### src/sv/nnsr_pkg.sv
package nnsr_pkg;

  localparam int FRAME_CAPACITY = 64;
  localparam int CNT_W          = 7;
  localparam int SAMPLE_W       = 16;
  localparam int JOB_DEPTH      = 2;

  typedef logic [CNT_W-1:0] cnt_t;

  // one closed block, waiting for or under emission
  typedef struct packed {
    cnt_t n;
    cnt_t m;
    logic bank;
  } job_t;

  typedef struct packed {
    logic                en;
    logic [SAMPLE_W-1:0] right;
    logic [SAMPLE_W-1:0] left;
  } frame_wr_t;

endpackage

### src/sv/nnsr_front.sv
module nnsr_front #(
  parameter int CAP = nnsr_pkg::FRAME_CAPACITY,
  parameter int AW  = $clog2(CAP)
) (
  input  logic                             clk,
  input  logic                             rst,
  input  logic                             in_valid,
  output logic                             in_stall,
  input  logic signed [nnsr_pkg::SAMPLE_W-1:0] left_in,
  input  logic signed [nnsr_pkg::SAMPLE_W-1:0] right_in,
  input  logic                             last_input,
  input  logic [nnsr_pkg::CNT_W-1:0]       out_frames,
  input  logic                             job_full,
  output logic                             job_push,
  output nnsr_pkg::job_t                   job,
  output nnsr_pkg::frame_wr_t              wr,
  output logic [AW:0]                      wr_addr
);

  localparam nnsr_pkg::cnt_t CAP_C = nnsr_pkg::CNT_W'(CAP);

  nnsr_pkg::cnt_t loaded;
  logic           wbank;
  logic           take;
  logic           has_room;

  assign in_stall = job_full;
  assign take     = in_valid && !job_full;
  assign has_room = loaded < CAP_C;

  assign wr.en    = take && has_room;
  assign wr.left  = left_in;
  assign wr.right = right_in;
  assign wr_addr  = {wbank, loaded[AW-1:0]};

  assign job_push = take && last_input;
  assign job.n    = has_room ? loaded + 1'b1 : CAP_C;
  assign job.m    = (out_frames > CAP_C) ? CAP_C : out_frames;
  assign job.bank = wbank;

  always_ff @(posedge clk) begin
    if (rst) begin
      loaded <= '0;
      wbank  <= 1'b0;
    end else if (take) begin
      if (last_input) begin
        loaded <= '0;
        wbank  <= !wbank;
      end else if (has_room) begin
        loaded <= loaded + 1'b1;
      end
    end
  end

endmodule

### config.mk
export PLATFORM = sky130hd
export DESIGN_NAME = nnsr_front
export DESIGN_NICKNAME = d
export VERILOG_FILES = /design/src/sv/nnsr_pkg.sv /design/src/sv/nnsr_front.sv
export SDC_FILE = /design/constraint.sdc
export NUM_CORES = 1
export LEC_CHECK = 0
export ABC_AREA = 1
export BUFFER_PORTS_ARGS = -buffer_cell sky130_fd_sc_hd__buf_2
export CAP_MARGIN = 15
export CORE_MARGIN = 5
export CORE_UTILIZATION = 30
export DETAILED_ROUTE_END_ITERATION = 12
export HOLD_SLACK_MARGIN = 0.12
export PLACE_DENSITY = 0.81
export SYNTH_ARGS = -nofsm -noshare
export SYNTH_HDL_FRONTEND = slang
export SYNTH_SLANG_ARGS = --single-unit
### constraint.sdc
create_clock -name clk -period 1.3 [get_ports clk]
set_clock_uncertainty 0.05 [all_clocks]
set_input_delay 0 -clock clk [delete_from_list [all_inputs] [get_ports clk]]
set_output_delay 0 -clock clk [all_outputs]
set_load 0.02 [all_outputs]
# Word level (Yosys, flattened, before mapping)
# Index checks and enable logic that the tools add are counted.
# word_totals
ff_bits	8
in_bits	44
out_inout_bits	57
elab_cells	17
# op_classes
add_sub_neg	1
magnitude_cmp	2
n_mux	4
n_reduce_logical	8
# op_table
op	n
$mux 7	4
$add 7x1->7 const B	1
$gt 7x7->1 const B	1
$lt 7x7->1 const B	1
$reduce_and 2->1	2
$logic_and 1x1->1	3
$logic_not 1->1	2
$reduce_bool 2->1	1

# Depth between registers and ports, before layout
# depth
depth_word	3
ltp_mapped	6
ltp_nobuf	6

# Worst setup path after synthesis
# No wires, ideal clock.
# synth_timing
kind	reg2reg
startpoint	reg loaded[0]
endpoint	reg loaded[6]
t_arrival_ps	1190
slack_ps	-26
path_stages_with_launch	6
period_less_slack_ps	1326
cell_sequence	dfxtp_1 > ha_1 > nand4_1 > ha_1 > nand2_1 > a211oi_1
# synth_between
elab_chain_cells	3
# synth_lines
element	line_no	rtl
start: declaration	nnsr_front.sv:22	nnsr_pkg::cnt_t loaded;
start signal: assignment	nnsr_front.sv:50	loaded <= loaded + 1'b1;
$add 7x1->7 / $lt 7x7->1 (equally long branches)	nnsr_front.sv:50, nnsr_front.sv:29	
$mux 7 / $reduce_bool 2->1 (equally long branches)	--	
$mux 7 / $reduce_and 2->1 (equally long branches)	--	
# Parallel ways exist; a longest one is shown, timed or not. The select of a mux whose other input is x is not followed.
# A chain may end at the register's enable or synchronous reset.

==> flow_summary.ini <==
[die]
rows = 19
die_w_um = 64.3
die_area_sq_mm = 0.00413
ioPinCount = 101
initial_core_util_pct = 31.8
core_sq_mm = 0.00278
die_h_um = 64.3

[clocking]
ctsRootBufferMaster = clkbuf_4
cts_buffers = 3
htreeDepth = 1
clock_path_buffers = 2
clk_latency_ns = 0.26
cts_tree = built
clk_transition_reported_paths_ns = 0.06
cts.sinks = 8

[pwr]
p_per_area_mw_per_mm2 = 542
power_mw = 0.754
p_leak_nw = 0.663
peakVddDrop_v = 0.000440

[grt]
grt_antenna_before_repair = 0
grt_pass1_wl_um = 3690
gr-usage-all-layers_pct = 10.8
grt_max_degree = 9
grt_pass1_vias = 858
grt-ovfl-total = 0

[timing]
min_period_over_period_pct = 107
worst_slack_ns = -0.0966
relSlewSlack_pct = 84.6
final.setup.tns_ns = -0.229
worstMarginPinSlew_ns = 0.230
slew_violations = 0
final-setup-viol-count = 4
whs_ns = 0.185
finalCriticalPeriod_ns = 1.40
finalHoldViolCount = 0
rsz0062_at_grt = true
max_freq_ghz = 0.716

[min_path]
worstHoldPathType = in -> out

[worst_setup_path]
rrSetupSlack_ns = 0.03
reg2reg_from = loaded[0]
critical_path_required_ns = 1.25
crit_path_max_fanout = 3
crit_slowest_cell = dfxtp_2
crit_chain = buf_6, nand3_4, xor2_4, and2_4, buf_6
cpMostUsedCell = buf_6
critPathArrivalTime_ns = 1.35
cp.depth = 5
crit_type = reg -> out
critPathCaptureType = output port
start_kind = register
rr_endpoint = loaded[6]
crit_start = loaded[1]
cp_top_family = flip-flops
crit_buf_inv = 2
slowest_delay_ns = 0.36
cp-endpoint = job[11]
reg2regPathDepth = 5

[synth]
synth_area_leaders = buf_4, dfxtp_1, nor2_1
post-synth-top-count-cell = buf_4
synth_top_area_cell = buf_4
ys_ff_latch = 8
syn_avg_cell_area_sq_um = 6.79
synth_area_sq_um = 883
syn_nets = 176
synthFlopType = dfxtp_1
async_reset_ff_share_pct = 0
synth_common_cells = buf_4, nor2_1, inv_1, nand2_1, dfxtp_1
synth_edf_count = 0
synth_cell_types = 25
ys.warnings.count = 0
synthCells = 130
synth_top_area_share_pct = 35.7
yosysSeqAreaShare_pct = 18.1

[status]
status = finished, violations left
violations = setup timing

[detailed_routing]
vias_per_cell = 4.43
num_vias = 903
wl_per_cell_um = 13.2
wl_um = 2700
first_pass_iters = 4
drc_errors = 0
drt_iter0_drc = 49
drtAntennaViolNets = 0

[run]
maxCapViolCount = 0

[finish]
areaGrowthSynthToFinish_pct = 57.6
finalInstanceArea_sq_mm = 0.00139
nFillCells = 248
diodes = 0
drive_gt1_share_pct = 43.9
layout.nets = 221
instances_no_fill = 204
fin_util_pct = 50.1

[placement]
routabilityCongestion = 0.900
io_buffers = 36
placed_area_sq_um = 843
placed_cells = 161
pre_cts_slack_ns = 0.0445
dp.final_hpwl_um = 1410
[report_power, final]
part	total [mW]	switching, mW	internal (mW)
clock	0.200	0.0934	0.106
sequential	0.252	0.00373	0.248
combinational	0.303	0.178	0.125
total	0.754	0.275	0.480
[kinds of logic after synthesis]
logic type / after synthesis / synth area share, %
fa+ha+maj: 2 / 2.83
simple gates: 45 / 24.5
buf+inv: 62 / 44.2
flops: 8 / 18.1
compound gates: 11 / 8.36
xor+xnor: 2 / 1.98
[registers in the layout (all words and copies together) (netlist names)]
name,cells
loaded,7
wbank,1
[per-layer routing]
layer	vias up	GRT usage [%]	routed length, um
li1	445	-	-
met1	395	11.3	933
met2	60	21.0	1440
met3	3	2.45	302
met4	0	3.05	26
met5	-	0	0
[repair_timing]
item / in CTS / in global routing
pin swaps: 5 / 7
endpoints found under the hold margin: 40 / 0
setup endpoints to repair: 5 / 8
resized for setup: 10 / 23
buffers inserted: 1 / 3
hold buffers: 36 / 0
[layout by cell type, fill, tap and decap left out, drive strengths merged]
cell / synthesis / final
clkinv: 2 / 1
nand4: 2 / 2
xnor2: 1 / 1
a211oi: 1 / 1
nor2: 18 / 18
clkinvlp: 0 / 1
o21bai: 2 / 2
buf: 43 / 48
clkbuf: 1 / 3
inv: 16 / 16
xor2: 1 / 1
a21oi: 6 / 6
nor3: 1 / 1
ha: 2 / 2
dlygate4sd3: 0 / 36
or2: 1 / 1
nand2: 15 / 15
nand3: 7 / 7
dfxtp: 8 / 8
o21ai: 2 / 2
and2: 1 / 1
[cell type report]
type	count	area [sq um]	area share, %
timing repair buffer	84	666	47.8
clock buffer	3	22.5	1.62
multi-input combinational	60	427	30.6
sequential	8	168	12.0
inverter	18	71.3	5.12
tap	31	38.8	2.79
[worst min path at each step]
stage	from	end	cells after the start
after floorplan	job_full	in_stall	1
after global placement	left_in[0]	wr[0]	0
after detailed placement	left_in[0]	wr[0]	0
after CTS	out_frames[6]	job[7]	2
after global routing	out_frames[6]	job[7]	2
final	out_frames[6]	job[7]	2
[worst reg2reg max path, cell delays in order, from the launching register on]
cell	delay [ns]
dfxtp_4	0.36
ha_4	0.16
nand4_1	0.10
ha_1	0.28
nand2_1	0.05
a211oi_1	0.18
(Power assumes the default switching activity.)
