$ cat src/sv/nnsr_pkg.sv
package nnsr_pkg;

  localparam int FRAME_CAPACITY = 64;
  localparam int CNT_W          = 7;
  localparam int SAMPLE_W       = 16;
  localparam int JOB_DEPTH      = 2;

  typedef logic [CNT_W-1:0] cnt_t;

  // one closed block, waiting for or under emission
  typedef struct packed {
    cnt_t n;
    cnt_t m;
    logic bank;
  } job_t;

  typedef struct packed {
    logic                en;
    logic [SAMPLE_W-1:0] right;
    logic [SAMPLE_W-1:0] left;
  } frame_wr_t;

endpackage

$ cat src/sv/nnsr_job_fifo.sv
module nnsr_job_fifo (
  input  logic           clk,
  input  logic           rst,
  input  logic           push,
  input  nnsr_pkg::job_t push_job,
  input  logic           pop,
  output nnsr_pkg::job_t head,
  output logic           empty,
  output logic           full
);

  nnsr_pkg::job_t entry [nnsr_pkg::JOB_DEPTH];
  logic           wp;
  logic           rp;
  logic [1:0]     count;

  assign head  = entry[rp];
  assign empty = count == 2'd0;
  assign full  = count == 2'(nnsr_pkg::JOB_DEPTH);

  always_ff @(posedge clk) begin
    if (push) begin
      entry[wp] <= push_job;
    end
  end

  always_ff @(posedge clk) begin
    if (rst) begin
      wp    <= 1'b0;
      rp    <= 1'b0;
      count <= '0;
    end else begin
      if (push) begin
        wp <= !wp;
      end
      if (pop) begin
        rp <= !rp;
      end
      case ({push, pop})
        2'b10:   count <= count + 2'd1;
        2'b01:   count <= count - 2'd1;
        default: count <= count;
      endcase
    end
  end

endmodule

$ cat config.mk
export PLATFORM = sky130hd
export DESIGN_NAME = nnsr_job_fifo
export DESIGN_NICKNAME = d
export VERILOG_FILES = /design/src/sv/nnsr_pkg.sv /design/src/sv/nnsr_job_fifo.sv
export SDC_FILE = /design/constraint.sdc
export NUM_CORES = 1
export LEC_CHECK = 0
export BUFFER_PORTS_ARGS = -buffer_cell sky130_fd_sc_hd__buf_2
export CAP_MARGIN = 20
export CORE_UTILIZATION = 40
export DETAILED_ROUTE_END_ITERATION = 12
export PLACE_DENSITY = 0.72
export SLEW_MARGIN = 20
export SYNTH_ARGS = -nofsm -noshare
export SYNTH_HDL_FRONTEND = slang
export SYNTH_SLANG_ARGS = --single-unit
$ cat constraint.sdc
create_clock -name clk -period 2.12 [get_ports clk]
set_input_delay 0.318 -clock clk [delete_from_list [all_inputs] [get_ports clk]]
set_output_delay 0.318 -clock clk [all_outputs]
set_load 0.01 [all_outputs]
Yosys cells after proc, flatten, opt, wreduce, memory -nomap -nowiden
Memories as Yosys holds them, arrays and structs flattened. A register that Yosys moved wholly into a read port is not among the register bits. Index checks and enable logic that the tools add are counted.

Output and inout port bits: 17. Bits in read-only memories: 0. Memories: 1. Bits of input ports: 19. Word-level logic and storage cells: 18. RAM bits: 30. Bits in registers: 4. Bits in latches: 0.

Mux-type cells: 5. $add $sub $neg: 2. Equality and inequality tests: 3. Div/mod/pow operators: 0. Reduce and logical (&&, ||, !) cells: 4. Bitwise logic cells: 0. $lt $le $gt $ge: 0. Shift operators: 0. $mul: 0.

Memories: entry (depth 2, width 15, rd ports 1, clocked after memory_dff 1, wr ports 1, line nnsr_job_fifo.sv:12) `nnsr_pkg::job_t entry [nnsr_pkg::JOB_DEPTH];`.

Operators by type and width (count): 2-bit equality test, second input constant (2); 1-bit two-way mux (4); 2-bit one-hot mux with 2 select lines (1); 2-bit by 1-bit adder with 2-bit output, second input constant (1); 2-bit by 1-bit equality test with 1-bit output, second input constant (1); 1-bit logical NOT (2); 2-bit logical NOT (1); 2-bit nonzero test (1); 2-bit by 1-bit subtractor with 2-bit output, second input constant (1).

Depth between registers and ports, before layout
Depth after elaboration: 3. Mapped depth: 5. Gate-level depth less buffers: 5.

Worst setup path after synthesis
No wires, ideal clock.

Path type: input to register. Start point: in push. End point: mem entry[0][0] (netlist name), enable pin. Stages: 2. Slack: 0.722 ns. Buffers on the path: 0. Data arrival time: 1.012 ns. Library setup time: 0.386 ns. Data required time: 1.734 ns. Path through: inv_1 -> nor2_1.

Word-level cells in the longest chain between the ends: 2.

RTL lines: start, declared (line nnsr_job_fifo.sv:4) `input logic push,`; 1-bit two-way mux (line nnsr_job_fifo.sv:22) `if (push) begin`; 1-bit two-way mux (not written as such) (line nnsr_job_fifo.sv:23) `entry[wp] <= push_job;`; end, declared (line nnsr_job_fifo.sv:12).

Every way passes these cells.

==> reports/results.ini <==
[yosys]
synth_xor_area_share_pct=2.73
synth_area_um2=1280
synth_top_family_by_area=multiplexers
synth-adder-area-share_pct=0.974
synth_compound_area_share_pct=0.779
synth_seq_area_share_pct=77.9
synthMuxAreaShare_pct=13.1
synth_cells=69
ys_ff_latch=35
syn_avg_cell_area_um2=18.6
ys_warn_count=0
synth_cell_types=14
syn_nets=89
synth_simple_gate_area_share_pct=3.41

[worst_setup_path]
cp_top_family=flip-flops
r2r_cells=1
cp-start-kind=flip-flop
cp.required_ns=1.80
end_kind=primary output
cp.buffers_inverters=2
r2r-start=wp
r2r_slack_ns=0.76
worstPathArrival_ns=1.53
crit_type=reg -> out
timing.rr.end=entry[1][10]
critPathMaxFanout=10
slowest_delay_ns=0.47
slowest_stage=dfxtp_1
timing.critical_path.cells=buf_4 > mux2_2 > buf_2

[clocking]
cts_resized=0
ctsHoldBuffers=0
clk_pin_slew_ns=0.11
ctsRootBufferMaster=clkbuf_4
cts_tree=done
numCtsBuffers=5
post_cts_buffers=0
htree_levels=2
cts_max_path_buffers=2
insertion_delay_ns=0.33
clock_sinks=35

[detailed_routing]
avgRoutedWirePerCell_um=12.6
drt_first_pass_iters=3
via_per_inst=4.51
via_count=703
drt_first_iter_violations=17
postRouteAntennaNets=0
drc_errors=0
drt_wl_total_um=1970

[power]
seqPwrFrac_pct=61.9
p_int_w=0.00101
p_comb_share_pct=13.3
vdd_drop_max_uv=350
p_sw_w=0.000307
cellLeakagePower_nw=0.604
pwr-share-clk_pct=24.7
sw_frac_of_total_pct=23.3
p_total_w=0.00132
p_per_area_nw_per_um2=839

[floorplan]
coreArea_um2=3050
num_rows=20
dieWidth_um=58.7
pin_count=36
die_h_um=58.7
fp.dieArea_um2=3440
floorplan.initialDensity_pct=42.1

[timing]
maxSlewViolCount=0
finalSetupViolations=0
clock_skew_ns=0.0106
slew_headroom_pct=51.5
fmax_ghz=0.541
setup_ws_ns=0.271
min_period_over_period_pct=87.2
tightestPinTransition_ns=0.727
finalHoldViolations=0
setup_tns_ns=0
hold_ws_ns=0.171
rsz0062_at_grt=false
min_period_ns=1.85

[grt]
grt_overflow=0
grt_usage_pct=13.1
grt_pass1_vias=705
antenna_found_initial=0
grt_max_degree=16
grt_pass1_wl_um=3130

[layout]
antenna_cells=0
area_growth_pct=22.2
nNetsFinal=131
drive_gt1_share_pct=52.7

[hold_path]
hold_path_depth=1
min_to=entry[1][5]
hp-class=in -> reg
hold_start=push_job[5]

[placement]
portBuffers=35
dp_worst_setup_slack_ns=0.604
place_congestion=0.635
place_hpwl_um=1410

[run_status]
status=finished, final reports clean

[flow_run]
drv_cap=0

-- routing by layer --
layer / track usage (%) / vias up / share of wire, %
met2: 20.9 / 30 / 48
met3: 6.59 / 3 / 9.0
met4: 5.10 / 0 / 1.1
li1: - / 340 / -
met5: 0 / - / 0
met1: 15.3 / 330 / 41
-- kinds of logic (layout without fill, tap and decap cells) --
logic type      count (synthesis)  count (layout)
compound gates                  2               2
xor+xnor                        4               4
fa+ha+maj                       1               1
buf+inv                         3              46
flops                          35              35
mux                            15              15
simple gates                    9               9
-- through the flow --
stage / util, % / cell area, um^2 / std cells
floorplan: - / 1280 / 69
global placement: 49.8 / 1520 / 148
detailed placement: 49.8 / 1520 / 148
CTS: 51.4 / 1570 / 156
global route: 51.4 / 1570 / 156
finish: 51.4 / 1570 / 156
-- worst max-delay path by stage --
stage                     depth (start not counted)           to  startpoint
after floorplan                                   2  entry[0][0]        push
after global placement                            4  entry[0][2]        push
after detailed placement                          3     head[13]   flip-flop
after CTS                                         3     head[13]   flip-flop
after global routing                              3     head[13]   flip-flop
final                                             3     head[13]   flip-flop
-- synthesized netlist by cell type --
library cell	number	area share, %
a21oi_1	1	0.39
and2_1	1	0.49
and2b_2	1	0.68
buf_2	2	0.78
dfxtp_1	5	7.8
edfxtp_1	30	70
ha_1	1	0.97
inv_1	1	0.29
mux2_2	15	13
nor2_1	6	1.8
o21ai_0	1	0.39
or3_1	1	0.49
xnor2_1	3	2.0
xor2_1	1	0.68
-- layout make-up --
| class | count | area (um^2) |
|---|---|---|
| fillers | 278 | 1480 |
| flip-flops and latches | 35 | 1000 |
| multi-input cells | 31 | 270 |
| repair buffers | 37 | 190 |
| well taps | 44 | 55.1 |
| clock buffers | 6 | 41.3 |
| clock inverters | 2 | 8.76 |
| inverters | 1 | 3.75 |
-- power groups by stage --
stage               Combinational [W]  Sequential (W)  Clock, W
global placement             0.000174        0.000830         0
finish                       0.000176        0.000816  0.000326
floorplan                    0.000109        0.000825         0
detailed placement           0.000179        0.000833         0
global route                 0.000194        0.000821  0.000370
CTS                          0.000180        0.000817  0.000344
-- placed cells by master, fill, tap and decap left out, drive strengths merged --
| cell | instances |
|---|---|
| and2 | 1 |
| nor2 | 6 |
| buf | 37 |
| xnor2 | 3 |
| edfxtp | 30 |
| dfxtp | 5 |
| mux2 | 15 |
| a21oi | 1 |
| or3 | 1 |
| and2b | 1 |
| inv | 1 |
| o21ai | 1 |
| ha | 1 |
| clkbuf | 6 |
| xor2 | 1 |
| clkinv | 2 |
-- sequential cells by signal, summed over array words and instances, names as in the netlist, named ones only --
signal  cells
count       2
entry      30
rp          1
wp          1
No activity file was read; power rests on OpenSTA's default activity.
